[src/rtl/core/srfc_pkg.sv]
// srfc_pkg: shared types, constants and helpers for the SAM record filter/counter.
// No dependencies; every other file in rtl/core refers to it by scoped names.
`default_nettype none
package srfc_pkg;

  // Table geometry
  localparam int MAX_ENTRIES     = 128;
  localparam int MAX_INPUT_FILES = 8;
  localparam int NAME_BYTES      = 32;

  localparam int IDX_W   = $clog2(MAX_ENTRIES);
  localparam int EU_W    = $clog2(MAX_ENTRIES + 1);
  localparam int NLEN_W  = $clog2(NAME_BYTES + 1);
  localparam int BUF_AW  = $clog2(NAME_BYTES);
  localparam int CNT_DEPTH = MAX_ENTRIES * MAX_INPUT_FILES;
  localparam int CNT_AW  = $clog2(CNT_DEPTH);

  // Port field widths
  localparam int ENTRY_W = 7;
  localparam int FILE_W  = 3;

  typedef logic [IDX_W-1:0]   idx_t;
  typedef logic [EU_W-1:0]    eu_t;
  typedef logic [NLEN_W-1:0]  nlen_t;
  typedef logic [CNT_AW-1:0]  cnt_addr_t;
  typedef logic [ENTRY_W-1:0] entry_t;
  typedef logic [FILE_W-1:0]  file_t;

  // Field positions as counted by the tokenizer
  localparam logic [2:0] FLD_FEW   = 3'd2;
  localparam logic [2:0] FLD_FLAG  = 3'd2;
  localparam logic [2:0] FLD_RNAME = 3'd3;
  localparam logic [2:0] FLD_MAPQ  = 3'd5;
  localparam logic [2:0] FLD_CIGAR = 3'd6;
  localparam logic [2:0] FLD_CAP   = 3'd7;

  localparam int SECONDARY_BIT = 8;

  // Characters
  localparam logic [7:0] CH_TAB  = 8'h09;
  localparam logic [7:0] CH_NL   = 8'h0A;
  localparam logic [7:0] CH_AT   = 8'h40;
  localparam logic [7:0] CH_STAR = 8'h2A;
  localparam logic [7:0] CH_0    = 8'h30;
  localparam logic [7:0] CH_9    = 8'h39;
  localparam logic [7:0] CH_M    = 8'h4D;
  localparam logic [7:0] CH_D    = 8'h44;
  localparam logic [7:0] CH_N    = 8'h4E;
  localparam logic [7:0] CH_EQ   = 8'h3D;
  localparam logic [7:0] CH_X    = 8'h58;

  typedef enum logic [3:0] {
    ST_COUNTED     = 4'd0,
    ST_HEADER      = 4'd1,
    ST_FEW_FIELDS  = 4'd2,
    ST_SECONDARY   = 4'd3,
    ST_LOW_QUALITY = 4'd4,
    ST_SHORT       = 4'd5,
    ST_TABLE_FULL  = 4'd6,
    ST_ABANDONED   = 4'd7,
    ST_NAME_LONG   = 4'd8
  } status_t;

  typedef enum logic [0:0] {
    CFG_MIN_QUALITY = 1'b0,
    CFG_MIN_LENGTH  = 1'b1
  } cfg_index_t;

  typedef enum logic [3:0] {
    S_CLEAR,
    S_IDLE,
    S_CLASSIFY,
    S_SEARCH_RD,
    S_SEARCH_CMP,
    S_INSERT,
    S_COUNT_RD,
    S_COUNT_WR,
    S_DONE
  } state_t;

  typedef struct packed {
    nlen_t                      len;
    logic [NAME_BYTES-1:0][7:0] name;
  } row_t;

  typedef struct packed {
    logic clear_step;
    logic take;
    logic cls_load;
    logic star_load;
    logic search_start;
    logic search_next;
    logic hit_load;
    logic full;
    logic insert;
    logic cnt_wr;
    logic out_load;
  } cmd_t;

  typedef struct packed {
    logic clear_last;
    logic lookup;
    logic star;
    logic hit;
    logic search_last;
    logic table_full;
    logic out_free;
  } stat_t;

  function automatic row_t unmapped_row();
    row_t r;
    r = '0;
    r.name[0] = 8'h2A; r.name[1] = 8'h75; r.name[2] = 8'h6E; r.name[3] = 8'h6D;
    r.name[4] = 8'h61; r.name[5] = 8'h70; r.name[6] = 8'h70; r.name[7] = 8'h65;
    r.name[8] = 8'h64; r.name[9] = 8'h2A;
    r.len = nlen_t'(10);
    return r;
  endfunction

endpackage
`default_nettype wire

[src/rtl/core/srfc_ctrl.sv]
// srfc_ctrl: sequencer for count clearing, line classification, name search and count update.
// Depends on srfc_pkg (state, command and status types).
`default_nettype none
module srfc_ctrl (
  input  wire logic            clk,
  input  wire logic            rst,
  input  wire logic            text_valid,
  input  wire logic            text_line_end,
  output logic                 text_ready,
  input  wire srfc_pkg::stat_t stat,
  output srfc_pkg::cmd_t       cmd
);

  srfc_pkg::state_t state, state_next;

  always_ff @(posedge clk) begin
    if (rst) begin
      state <= srfc_pkg::S_CLEAR;
    end else begin
      state <= state_next;
    end
  end

  always_comb begin
    state_next = state;
    cmd        = '0;
    text_ready = 1'b0;
    case (state)
      srfc_pkg::S_CLEAR: begin
        cmd.clear_step = 1'b1;
        if (stat.clear_last) state_next = srfc_pkg::S_IDLE;
      end
      srfc_pkg::S_IDLE: begin
        text_ready = 1'b1;
        if (text_valid) begin
          cmd.take = 1'b1;
          if (text_line_end) state_next = srfc_pkg::S_CLASSIFY;
        end
      end
      srfc_pkg::S_CLASSIFY: begin
        cmd.cls_load = 1'b1;
        if (!stat.lookup) begin
          state_next = srfc_pkg::S_DONE;
        end else if (stat.star) begin
          cmd.star_load = 1'b1;
          state_next    = srfc_pkg::S_COUNT_RD;
        end else begin
          cmd.search_start = 1'b1;
          state_next       = srfc_pkg::S_SEARCH_RD;
        end
      end
      srfc_pkg::S_SEARCH_RD: begin
        state_next = srfc_pkg::S_SEARCH_CMP;
      end
      srfc_pkg::S_SEARCH_CMP: begin
        if (stat.hit) begin
          cmd.hit_load = 1'b1;
          state_next   = srfc_pkg::S_COUNT_RD;
        end else if (stat.search_last) begin
          if (stat.table_full) begin
            cmd.full   = 1'b1;
            state_next = srfc_pkg::S_DONE;
          end else begin
            state_next = srfc_pkg::S_INSERT;
          end
        end else begin
          cmd.search_next = 1'b1;
          state_next      = srfc_pkg::S_SEARCH_RD;
        end
      end
      srfc_pkg::S_INSERT: begin
        cmd.insert = 1'b1;
        state_next = srfc_pkg::S_COUNT_RD;
      end
      srfc_pkg::S_COUNT_RD: begin
        state_next = srfc_pkg::S_COUNT_WR;
      end
      srfc_pkg::S_COUNT_WR: begin
        cmd.cnt_wr = 1'b1;
        state_next = srfc_pkg::S_DONE;
      end
      srfc_pkg::S_DONE: begin
        if (stat.out_free) begin
          cmd.out_load = 1'b1;
          state_next   = srfc_pkg::S_IDLE;
        end
      end
      default: begin
        state_next = srfc_pkg::S_CLEAR;
      end
    endcase
  end

endmodule
`default_nettype wire

[config.mk]
export PLATFORM = sky130hd
export DESIGN_NAME = srfc_ctrl
export DESIGN_NICKNAME = d
export VERILOG_FILES = /design/src/rtl/core/srfc_pkg.sv /design/src/rtl/core/srfc_ctrl.sv
export SDC_FILE = /design/constraint.sdc
export NUM_CORES = 1
export LEC_CHECK = 0
export BUFFER_PORTS_ARGS = -buffer_cell sky130_fd_sc_hd__buf_2
export CAP_MARGIN = 25
export CORE_MARGIN = 2
export CORE_UTILIZATION = 35
export DETAILED_ROUTE_END_ITERATION = 7
export GPL_ROUTABILITY_DRIVEN = 0
export GPL_TIMING_DRIVEN = 0
export PLACE_DENSITY = 0.65
export SYNTH_ARGS = -nofsm -noshare
export SYNTH_HDL_FRONTEND = slang
export SYNTH_SLANG_ARGS = --single-unit
[constraint.sdc]
create_clock -name clk -period 1.85 [get_ports clk]
set_clock_uncertainty 0.2 [all_clocks]
set_input_delay 0.0925 -clock clk [delete_from_list [all_inputs] [get_ports clk]]
set_output_delay 0.0925 -clock clk [all_outputs]
set_load 0.05 [all_outputs]
# [Word-level counts from Yosys, hierarchy flattened]
# Index checks and enable logic that the tools add are counted.
[word_totals] register_bits=4 in_bits=11 out_inout_bits=12 elab_cells=44
[op_classes] eq_ne=12 mux=29 n_reduce_logical=2
[ops] op="$pmux 4 s9" count=1
[ops] op="$mux 4" count=8
[ops] op="$eq 4x3->1 const B" count=4
[ops] op="$mux 1" count=16
[ops] op="$mux 3" count=3
[ops] op="$eq 4x2->1 const B" count=2
[ops] op="$ne 2x2->1 const B" count=4
[ops] op="$eq 4x1->1 const B" count=1
[ops] op="$eq 4x4->1 const B" count=1
[ops] op="$logic_not 4->1" count=1
[ops] op="$reduce_and 4->1" count=1
[ops] op="$mux 2" count=1

# [Longest topological paths before layout]
# Gate-level depths: netlist of run 1.
[logic_depth] word_depth=4 mapped_depth=5 mapped_depth_nobuf=4

# [Least setup slack after synthesis of run 1]
# OpenSTA, ideal clock, no wires.
[synth_path] kind="register to output" start="register state[3]" end="output port cmd[4] in the netlist's numbering" arrival_ns=2.267 required_ns=1.558 path_slack_ns=-0.709 stages_incl_launch_ff=4 path_buffers=2 cell_sequence="dfxtp_1 > buf_4 > clkbuf_1 > nor4b_1"
[synth_rtl] element="start: declaration" line_no="srfc_ctrl.sv:14" source="srfc_pkg::state_t state, state_next;"
[synth_rtl] element="start signal: assignment" line_no="srfc_ctrl.sv:18" source="state <= srfc_pkg::S_CLEAR;"
[synth_rtl] element="start signal: assignment" line_no="srfc_ctrl.sv:20" source="state <= state_next;"
[synth_rtl] element="end: declaration" line_no="srfc_ctrl.sv:11" source="output srfc_pkg::cmd_t cmd"

==> results.sh, run 1 <==
export IMPL_cts_buffer_depth=2
export IMPL_ys_types=35
export IMPL_syn_nets=71
export IMPL_path_depth=4
export IMPL_grt_overflow=0
export IMPL_area_growth_pct=54.7
export IMPL_worst_pin_slew_ns=0.364
export IMPL_cp_start_kind="flop"
export IMPL_r2r_start="state[2]$_SDFFE_PP0P_"
export IMPL_criticalPathCategory="flop to output port"
export IMPL_drc=0
export IMPL_avgSynthCellArea_sq_um=7.69
export IMPL_gr_usage_met1=0.223
export IMPL_cp_cell_sequence="buf_6 -> or4_4 -> nor2_4 -> buf_8"
export IMPL_timing_hold_ws_ns=0.0223
export IMPL_slew_violations=0
export IMPL_antenna_cells=0
export IMPL_min_period_ns=1.77
export IMPL_required_ns=1.56
export IMPL_dp_cells=97
export IMPL_synth_xor_area_frac=0
export IMPL_grtUsageTotal=0.169
export IMPL_crit_path_end="cmd[3]"
export IMPL_rsz0062_at_grt="false"
export IMPL_ys_seq_elements=4
export IMPL_drtAntennaViolNets=0
export IMPL_antenna_found_initial=0
export IMPL_yosysTopAreaCell="dfxtp_1"
export IMPL_clk_latency_ns=0.23
export IMPL_syn_inst=60
export IMPL_clock_sinks=4
export IMPL_async_reset_ff_frac=0
export IMPL_crit_start="state[3]$_SDFFE_PP0P_"
export IMPL_synthSimpleGateAreaFrac=0.466
export IMPL_path_delay_family="simple AND/OR/NAND/NOR gates"
export IMPL_slew_headroom=0.751
export IMPL_stdcell_count=103
export IMPL_wire_per_inst_microns=11.5
export IMPL_drt_initial_drc_count=15
export IMPL_grt_max_degree=11
export IMPL_regMostFlops="state"
export IMPL_cp_slowest_cell="or4_4"
export IMPL_vias=544
export IMPL_fp_row_count=13
export IMPL_io_buffers=22
export IMPL_grt_pass1_wl_mm=1.84
export IMPL_drv_cap=0
export IMPL_num_fill_cells=124
export IMPL_die_area_sq_um=1630
export IMPL_synth_top_family_by_area="simple AND/OR/NAND/NOR gates"
export IMPL_finalCritPeriodShare=0.958
export IMPL_critical_path_buf_inv_count=2
export IMPL_synth_top_area_share=0.173
export IMPL_fmax_mhz=564
export IMPL_synth_area_top_cells="dfxtp_1, nand2_1, nor2_1"
export IMPL_synth_area_sq_um=462
export IMPL_crit_path_max_incr_delay_ns=0.54
export IMPL_clkTransAtPathRegs_ns=0.04
export IMPL_ff2ff_path_depth=6
export IMPL_die_width_microns=40.3
export IMPL_dpl_hpwl_microns=905
export IMPL_top_regs="state (4)"
export IMPL_p_leak_nw=0.312
export IMPL_synth_enable_flop_cells=0
export IMPL_initial_core_util=0.364
export IMPL_finalSetupViolations=0
export IMPL_avgViaCountPerCell=5.28
export IMPL_synth_fa_ha_area_frac=0
export IMPL_ys_seq_area_frac=0.173
export IMPL_synth_mux_area_frac=0
export IMPL_cts_made_buffers=3
export IMPL_core_sq_um=1270
export IMPL_reg2reg_slack_ns=0.22
export IMPL_grt_use_met3=0.0667
export IMPL_synth_ff_type="dfxtp_1"
export IMPL_cts_root_buf="clkbuf_4"
export IMPL_ios=23
export IMPL_cp_max_fo=8
export IMPL_htreeDepth=1
export IMPL_top_usage_layer="met2"
export IMPL_synth_compound_area_frac=0.268
export IMPL_worstReg2RegEnd="state[0]$_SDFFE_PP0P_"
export IMPL_hold_viol=0
export IMPL_cts_tree="built"
export IMPL_largest_reg_flops=4
export IMPL_ys_top_cells_by_count="nand2_1, nor2_1, dfxtp_1, o21ai_0, nor2b_1"
export IMPL_yosys_warnings=0
export IMPL_min_path_type="input port to flop"
export IMPL_cp_end_kind="output port"
export IMPL_status="completed"
export IMPL_vdd_drop_max_uv=348
export IMPL_critical_path_arrival_ns=1.48
export IMPL_firstDrtPassIters=4
export IMPL_die_height_microns=40.3
export IMPL_drive_above_1_share=0.534
export IMPL_power_density_nw_per_um2=652
export IMPL_grt_pass1_vias=440
export IMPL_nNetsFinal=101
export IMPL_routed_wl_mm=1.19
export IMPL_gr_usage_met2=0.274
[layer usage]
metal | wire (microns) | up-vias
met1 | 526 | 247
li1 | - | 276
met3 | 94 | 0
met4 | 0 | 0
met2 | 566 | 21
met5 | 0 | -
[worst min-delay path, stage by stage]
cell	delay, ns
buf_2	0.08
nand2_1	0.07
nand2_1	0.09
a221oi_2	0.06
[power by group]
part           switching, mW  internal [mW]
Sequential           0.00633         0.0964
Combinational          0.165         0.0945
Clock                 0.0313         0.0723
[timing repair]
action,CTS,global route
setup endpoints to repair,3,5
gates resized for setup,4,7
buffers inserted,0,1
hold endpoints to repair,3,0
hold buffers,2,0
pin swaps,1,0
[through the flow]
step	setup TNS [ns]	worst slack, ns	power, mW	area, sq um	utilization
global placement	0	0.148	0.356	636	0.501
global route	0	0.00486	0.504	714	0.563
finish	0	0.0776	0.466	714	0.563
detailed placement	0	0.150	0.355	636	0.501
CTS	0	0.0101	0.470	688	0.542
floorplan	-0.339	-0.118	0.303	507	-
[how the worst min path moves through the flow]
stage	slack (ns)	from	end	cells after the start
after floorplan	-0.05	rst	state[0]$_SDFFE_PP0P_	1
after global placement	0.11	rst	state[0]$_SDFFE_PP0P_	2
after detailed placement	0.12	rst	state[0]$_SDFFE_PP0P_	2
after CTS	0.01	text_valid	state[0]$_SDFFE_PP0P_	4
after global routing	0.05	text_valid	state[0]$_SDFFE_PP0P_	4
final	0.02	text_valid	state[0]$_SDFFE_PP0P_	4
[cells by family (layout without fill, tap and decap cells)]
group / after synthesis / count (layout)
DFF: 4 / 4
and+or+nand+nor: 33 / 33
AOI/OAI and AO/OA: 16 / 16
buffers and inverters: 7 / 35
[cell usage in the layout (no fill, tap or decap), drive strengths merged]
| master | instances |
|---|---|
| o32ai | 1 |
| o211ai | 1 |
| o31ai | 1 |
| a2bb2oi | 1 |
| o21ba | 2 |
| o21a | 1 |
| clkbuf | 6 |
| nor3 | 1 |
| nand2 | 7 |
| a21oi | 1 |
| nor4b | 2 |
| and3 | 1 |
| nor2b | 3 |
| dlygate4sd3 | 2 |
| nand3 | 1 |
| dfxtp | 4 |
| nor2 | 9 |
| a2111oi | 1 |
| a31oi | 1 |
| or4 | 1 |
| nor3b | 2 |
| o22a | 1 |
| inv | 2 |
| buf | 25 |
| o21ai | 4 |
| and2 | 1 |
| nor4 | 3 |
| nand2b | 2 |
| a221oi | 1 |
[final cells by class]
| cell class | count | area (sq um) | area share |
|---|---|---|---|
| plain buffers | 5 | 43.8 | 0.0613 |
| clock buffers | 3 | 22.5 | 0.0315 |
| inverters | 2 | 7.51 | 0.0105 |
| multi-input cells | 49 | 379 | 0.531 |
| flip-flops and latches | 4 | 81.3 | 0.114 |
| well taps | 15 | 18.8 | 0.0263 |
| repair buffers | 25 | 161 | 0.226 |
(Power assumes the default switching activity.)
==> run 2, diff against run 1 <==
--- a/config.mk
+++ b/config.mk
@@ -12,7 +12,7 @@
 export DETAILED_ROUTE_END_ITERATION = 7
 export GPL_ROUTABILITY_DRIVEN = 0
 export GPL_TIMING_DRIVEN = 0
-export PLACE_DENSITY = 0.65
+export PLACE_DENSITY = 0.67
 export SYNTH_ARGS = -nofsm -noshare
 export SYNTH_HDL_FRONTEND = slang
 export SYNTH_SLANG_ARGS = --single-unit
==> constraint.sdc (replaced) <==
create_clock -name clk -period 1.6 [get_ports clk]
set_clock_uncertainty 0.2 [all_clocks]
set_input_delay 0.08 -clock clk [delete_from_list [all_inputs] [get_ports clk]]
set_output_delay 0.08 -clock clk [all_outputs]
set_load 0.05 [all_outputs]
==> run 2 against run 1 <==
- the run now ends with negative setup slack left
- die area stayed put
- hold slack gained 0.10 ns
- critical path depth unchanged
- largest cell class unchanged
- global-route usage grew 3.9 points
- critical endpoint is now cmd[5]
- utilization is 18 points higher
- setup slack got worse by 0.24 ns
==> results.sh, run 2 (same netlist as run 1, synthesis figures left out) <==
export IMPL_status="complete, but fails checks"
export IMPL_violations="negative setup slack"
export IMPL_vias=616
export IMPL_routed_wl_met2_microns=883
export IMPL_cp_start_kind="flop"
export IMPL_regMostFlops="state"
export IMPL_pwr_share_comb=0.631
export IMPL_fp_row_count=13
export IMPL_wire_per_inst_microns=14.2
export IMPL_io_buffers=22
export IMPL_rsz0062_at_grt="true"
export IMPL_routed_wl_mm=1.61
export IMPL_final_common_cell="buf_4"
export IMPL_path_delay_family="simple AND/OR/NAND/NOR gates"
export IMPL_timing_setup_tns_ns=-0.629
export IMPL_dp_cells=97
export IMPL_top_regs="state (4)"
export IMPL_seq_area_sq_um=88.8
export IMPL_antenna_found_initial=0
export IMPL_finalSetupViolations=5
export IMPL_clkTransAtPathRegs_ns=0.04
export IMPL_drc=0
export IMPL_criticalPathCategory="flop to output port"
export IMPL_multi_input_area_sq_um=437
export IMPL_hold_viol=0
export IMPL_core_sq_um=1270
export IMPL_cp_max_fo=3
export IMPL_drtAntennaViolNets=0
export IMPL_worstHoldStart="stat[3]"
export IMPL_antenna_cells=0
export IMPL_top_layer="met3"
export IMPL_power_density_nw_per_um2=735
export IMPL_stdcell_count=113
export IMPL_grt_overflow=0
export IMPL_crit_start="state[1]$_SDFFE_PP0P_"
export IMPL_nNetsFinal=111
export IMPL_clkPwrFrac=0.187
export IMPL_r2r_start="state[0]$_SDFFE_PP0P_"
export IMPL_drive_above_1_share=0.643
export IMPL_pre_cts_slack_ns=-0.109
export IMPL_timing_hold_ws_ns=0.126
export IMPL_grt_max_degree=11
export IMPL_finalCritPeriodShare=1.10
export IMPL_largest_reg_flops=4
export IMPL_cp_cell_sequence="nand2b_4 -> or4_4 -> nor2_4 -> buf_8"
export IMPL_grt_pass1_wl_mm=2.24
export IMPL_min_path_type="input port to flop"
export IMPL_cts_buffer_depth=2
export IMPL_critical_path_buf_inv_count=1
export IMPL_setup_slack_ns=-0.160
export IMPL_layout_common_cells="buf_4, buf_2, buf_6, nand2_1, buf_8"
export IMPL_p_leak_nw=0.395
export IMPL_min_period_ns=1.76
export IMPL_worst_pin_slew_ns=0.291
export IMPL_grt_pass1_vias=541
export IMPL_clock_sinks=4
export IMPL_die_width_microns=40.3
export IMPL_cts_root_buf="clkbuf_4"
export IMPL_clk_latency_ns=0.24
export IMPL_swShare=0.416
export IMPL_die_height_microns=40.3
export IMPL_slew_headroom=0.806
export IMPL_wl_met1_microns=607
export IMPL_cp_slowest_cell="or4_4"
export IMPL_dpl_hpwl_microns=982
export IMPL_grtUsageTotal=0.207
export IMPL_area_growth_pct=103
export IMPL_vdd_drop_max_uv=562
export IMPL_cts_made_buffers=3
export IMPL_drv_cap=0
export IMPL_cp_end_kind="output port"
export IMPL_fmax_mhz=568
export IMPL_intPower_uw=403
export IMPL_power_frac_seq=0.182
export IMPL_required_ns=1.32
export IMPL_switching_power_uw=286
export IMPL_critical_path_arrival_ns=1.48
export IMPL_firstDrtPassIters=4
export IMPL_htreeDepth=1
export IMPL_avgViaCountPerCell=5.45
export IMPL_ios=23
export IMPL_num_fill_cells=98
export IMPL_die_area_sq_um=1630
export IMPL_crit_path_max_incr_delay_ns=0.46
export IMPL_initial_core_util=0.364
export IMPL_wl_met3_microns=119
export IMPL_cts_tree="built"
export IMPL_drt_initial_drc_count=26
export IMPL_slew_violations=0
run 2: worst min-delay path: cells and delay by family:
| family | cells | cell delay [ns] |
|---|---|---|
| simple gates | 1 | 0.06 |
| buf+inv | 1 | 0.13 |
| compound gates | 2 | 0.24 |
run 2: final timing paths:
kind	end	slack, ns	cells after the start
worst min-delay path	state[0]$_SDFFE_PP0P_	0.13	4
worst min register to register	state[1]$_SDFFE_PP0P_	0.54	2
worst max register to register	state[0]$_SDFFE_PP0P_	0	6
worst max-delay path	cmd[5]	-0.16	4
run 2: layout make-up:
| cell class | count | share of cell area |
|---|---|---|
| buffer | 4 | 0.0534 |
| clock buffer | 3 | 0.0240 |
| inverter | 2 | 0.00801 |
| multi-input combinational | 49 | 0.466 |
| sequential | 4 | 0.0948 |
| tap | 15 | 0.0200 |
| timing repair buffer | 36 | 0.334 |
run 2: through the flow:
step / power (mW) / util / instance area [sq um]
final: 0.689 / 0.739 / 937
after floorplan: 0.355 / - / 513
after detailed placement: 0.419 / 0.506 / 642
after global placement: 0.416 / 0.506 / 642
after CTS: 0.594 / 0.627 / 796
after global routing: 0.722 / 0.739 / 937
run 2: layer usage:
layer,vias to the layer above,global-route usage
met5,-,0
met1,297,0.235
met4,0,0.0500
met2,24,0.389
li1,295,-
met3,0,0.0389
run 2: power groups by stage:
stage                     Sequential (mW)  Combinational [mW]  Clock (mW)
after floorplan                     0.119               0.237           0
after global placement              0.120               0.296           0
after detailed placement            0.121               0.298           0
after CTS                           0.125               0.336       0.133
after global routing                0.126               0.456       0.140
final                               0.125               0.435       0.129
run 2: timing repair:
item	in CTS	in global routing
gates cloned	0	0
setup endpoints to repair	12	14
hold buffers	3	0
gates resized for setup	27	25
pin swaps	8	7
setup buffers	4	7
hold endpoints to repair	4	0
==> run 3, diff against run 2 <==
--- a/config.mk
+++ b/config.mk
@@ -13,6 +13,7 @@
 export GPL_ROUTABILITY_DRIVEN = 0
 export GPL_TIMING_DRIVEN = 0
 export PLACE_DENSITY = 0.67
+export RECOVER_POWER = 50
 export SYNTH_ARGS = -nofsm -noshare
 export SYNTH_HDL_FRONTEND = slang
 export SYNTH_SLANG_ARGS = --single-unit
==> run 3 against run 2 <==
- the flow still finishes with violations (negative setup slack)
- global-route usage stayed put
- first-iteration DRC count is 31% lower
- count of clock-buffer cells in the layout stayed put
- critical path depth is 1 higher
- sequential share of layout area hardly changed
- utilization is 0.30 points lower
- hold slack better by 0.010 ns
- critical path type unchanged
- cell count stayed put
- clock power hardly changed
- setup slack better by 0.0062 ns
- fmax is 0.35% higher
==> results.sh, run 3 (same netlist as run 1, synthesis figures left out) <==
export IMPL_status="complete, but fails checks"
export IMPL_violations="negative setup slack"
export IMPL_wire_per_inst_microns=13.8
export IMPL_stdcell_count=113
export IMPL_regMostFlops="state"
export IMPL_drt_initial_drc_count=18
export IMPL_cts_root_buf="clkbuf_4"
export IMPL_min_period_ns=1.75
export IMPL_htreeDepth=1
export IMPL_grt_pass1_vias=541
export IMPL_top_layer="met4"
export IMPL_num_fill_cells=97
export IMPL_vdd_drop_max_uv=560
export IMPL_wl_met3_microns=142
export IMPL_clkPwrFrac=0.188
export IMPL_antenna_found_initial=0
export IMPL_rsz0062_at_grt="true"
export IMPL_path_delay_family="simple AND/OR/NAND/NOR gates"
export IMPL_cp_start_kind="flop"
export IMPL_dpl_hpwl_microns=982
export IMPL_top_regs="state (4)"
export IMPL_swShare=0.415
export IMPL_seq_area_sq_um=88.8
export IMPL_dp_cells=97
export IMPL_clock_sinks=4
export IMPL_required_ns=1.32
export IMPL_slew_headroom=0.811
export IMPL_grt_max_degree=11
export IMPL_initial_core_util=0.364
export IMPL_die_area_sq_um=1630
export IMPL_fp_row_count=13
export IMPL_fmax_mhz=570
export IMPL_clk_latency_ns=0.24
export IMPL_multi_input_area_sq_um=437
export IMPL_routed_wl_met2_microns=863
export IMPL_io_buffers=22
export IMPL_nNetsFinal=111
export IMPL_hold_viol=0
export IMPL_layout_common_cells="buf_4, buf_2, buf_6, nand2_1, buf_8"
export IMPL_postLayoutCoreUtil=0.736
export IMPL_finalCritPeriodShare=1.10
export IMPL_cp_max_fo=3
export IMPL_cp_cell_sequence="buf_6 -> nand2b_4 -> or4_4 -> nor2_4 -> buf_8"
export IMPL_final_common_cell="buf_4"
export IMPL_clkTransAtPathRegs_ns=0.04
export IMPL_core_sq_um=1270
export IMPL_antenna_cells=0
export IMPL_pwr_share_comb=0.630
export IMPL_power_frac_seq=0.182
export IMPL_drv_cap=0
export IMPL_vias=618
export IMPL_cp_end_kind="output port"
export IMPL_drc=0
export IMPL_critical_path_arrival_ns=1.47
export IMPL_largest_reg_flops=4
export IMPL_avgViaCountPerCell=5.47
export IMPL_p_leak_nw=0.393
export IMPL_wl_met1_microns=544
export IMPL_cts_buffer_depth=2
export IMPL_die_width_microns=40.3
export IMPL_slew_violations=0
export IMPL_firstDrtPassIters=4
export IMPL_setup_slack_ns=-0.154
export IMPL_crit_path_max_incr_delay_ns=0.46
export IMPL_die_height_microns=40.3
export IMPL_routed_wl_mm=1.56
export IMPL_drtAntennaViolNets=0
export IMPL_switching_power_uw=284
export IMPL_finalSetupViolations=5
export IMPL_criticalPathCategory="flop to output port"
export IMPL_grt_pass1_wl_mm=2.24
export IMPL_intPower_uw=400
export IMPL_cts_made_buffers=3
export IMPL_area_growth_pct=102
export IMPL_cts_tree="built"
export IMPL_grt_overflow=0
export IMPL_worst_pin_slew_ns=0.281
export IMPL_pre_cts_slack_ns=-0.109
export IMPL_ios=23
export IMPL_critical_path_buf_inv_count=2
export IMPL_cp_slowest_cell="or4_4"
export IMPL_drive_above_1_share=0.643
export IMPL_power_density_nw_per_um2=733
export IMPL_grtUsageTotal=0.207
export IMPL_min_path_type="input port to flop"
==> run 3: cell types whose count changed in the layout (fill, tap and decap cells not counted) <==
cell	delta
buf_6	-1
clkbuf_4	+1
==> run 3: final timing paths <==
kind	startpoint	endpoint	slack, ns	cells past startpoint
max	state[2]$_SDFFE_PP0P_	cmd[5]	-0.15	5
min	stat[3]	state[0]$_SDFFE_PP0P_	0.14	4
max reg2reg	state[0]$_SDFFE_PP0P_	state[0]$_SDFFE_PP0P_	0	6
min reg2reg	state[3]$_SDFFE_PP0P_	state[1]$_SDFFE_PP0P_	0.54	2
==> run 3: final cells by class <==
class / instances / area share
well taps: 15 / 0.0201
inverters: 2 / 0.00804
flip-flops and latches: 4 / 0.0952
repair buffers: 36 / 0.335
multi-input cells: 49 / 0.468
plain buffers: 4 / 0.0496
clock buffers: 3 / 0.0241
==> run 3: repair_timing <==
item                                   CTS  global route
buffers inserted                         4             7
cloned                                   0             0
pin swaps                                8             7
hold buffers                             3             0
gates resized for setup                 27            25
setup endpoints to repair               12            14
endpoints found under the hold margin    4             0
==> run 3: worst reg2reg max path: stages (launching register included) <==
cell	delay [ns]
dfxtp_4	0.36
buf_12	0.12
buf_4	0.11
inv_2	0.04
o21a_1	0.18
o22a_1	0.24
a221oi_2	0.26
==> run 3: power groups by stage <==
stage	Sequential, mW	Combinational, mW	Clock, mW
floorplan	0.119	0.237	0
global placement	0.120	0.296	0
detailed placement	0.121	0.298	0
CTS	0.125	0.336	0.133
global route	0.126	0.454	0.140
finish	0.125	0.431	0.128
==> run 3: metal layers <==
| metal | vias up | GRT usage |
|---|---|---|
| li1 | 295 | - |
| met1 | 288 | 0.235 |
| met2 | 32 | 0.389 |
| met3 | 3 | 0.0389 |
| met4 | 0 | 0.0500 |
| met5 | - | 0 |
==> run 3: metrics by stage <==
| stage | TNS (ns) | area (sq um) | power [mW] | hold slack [ns] |
|---|---|---|---|---|
| 5_1_grt | -1.05 | 933 | 0.719 | 0.138 |
| 6_report | -0.606 | 933 | 0.684 | 0.136 |
| 3_3_place_gp | -0.233 | 642 | 0.416 | 0.0952 |
| 2_1_floorplan | -2.22 | 513 | 0.355 | -0.0612 |
| 4_1_cts | -0.456 | 796 | 0.594 | 0.105 |
| 3_5_place_dp | -0.274 | 642 | 0.419 | 0.101 |
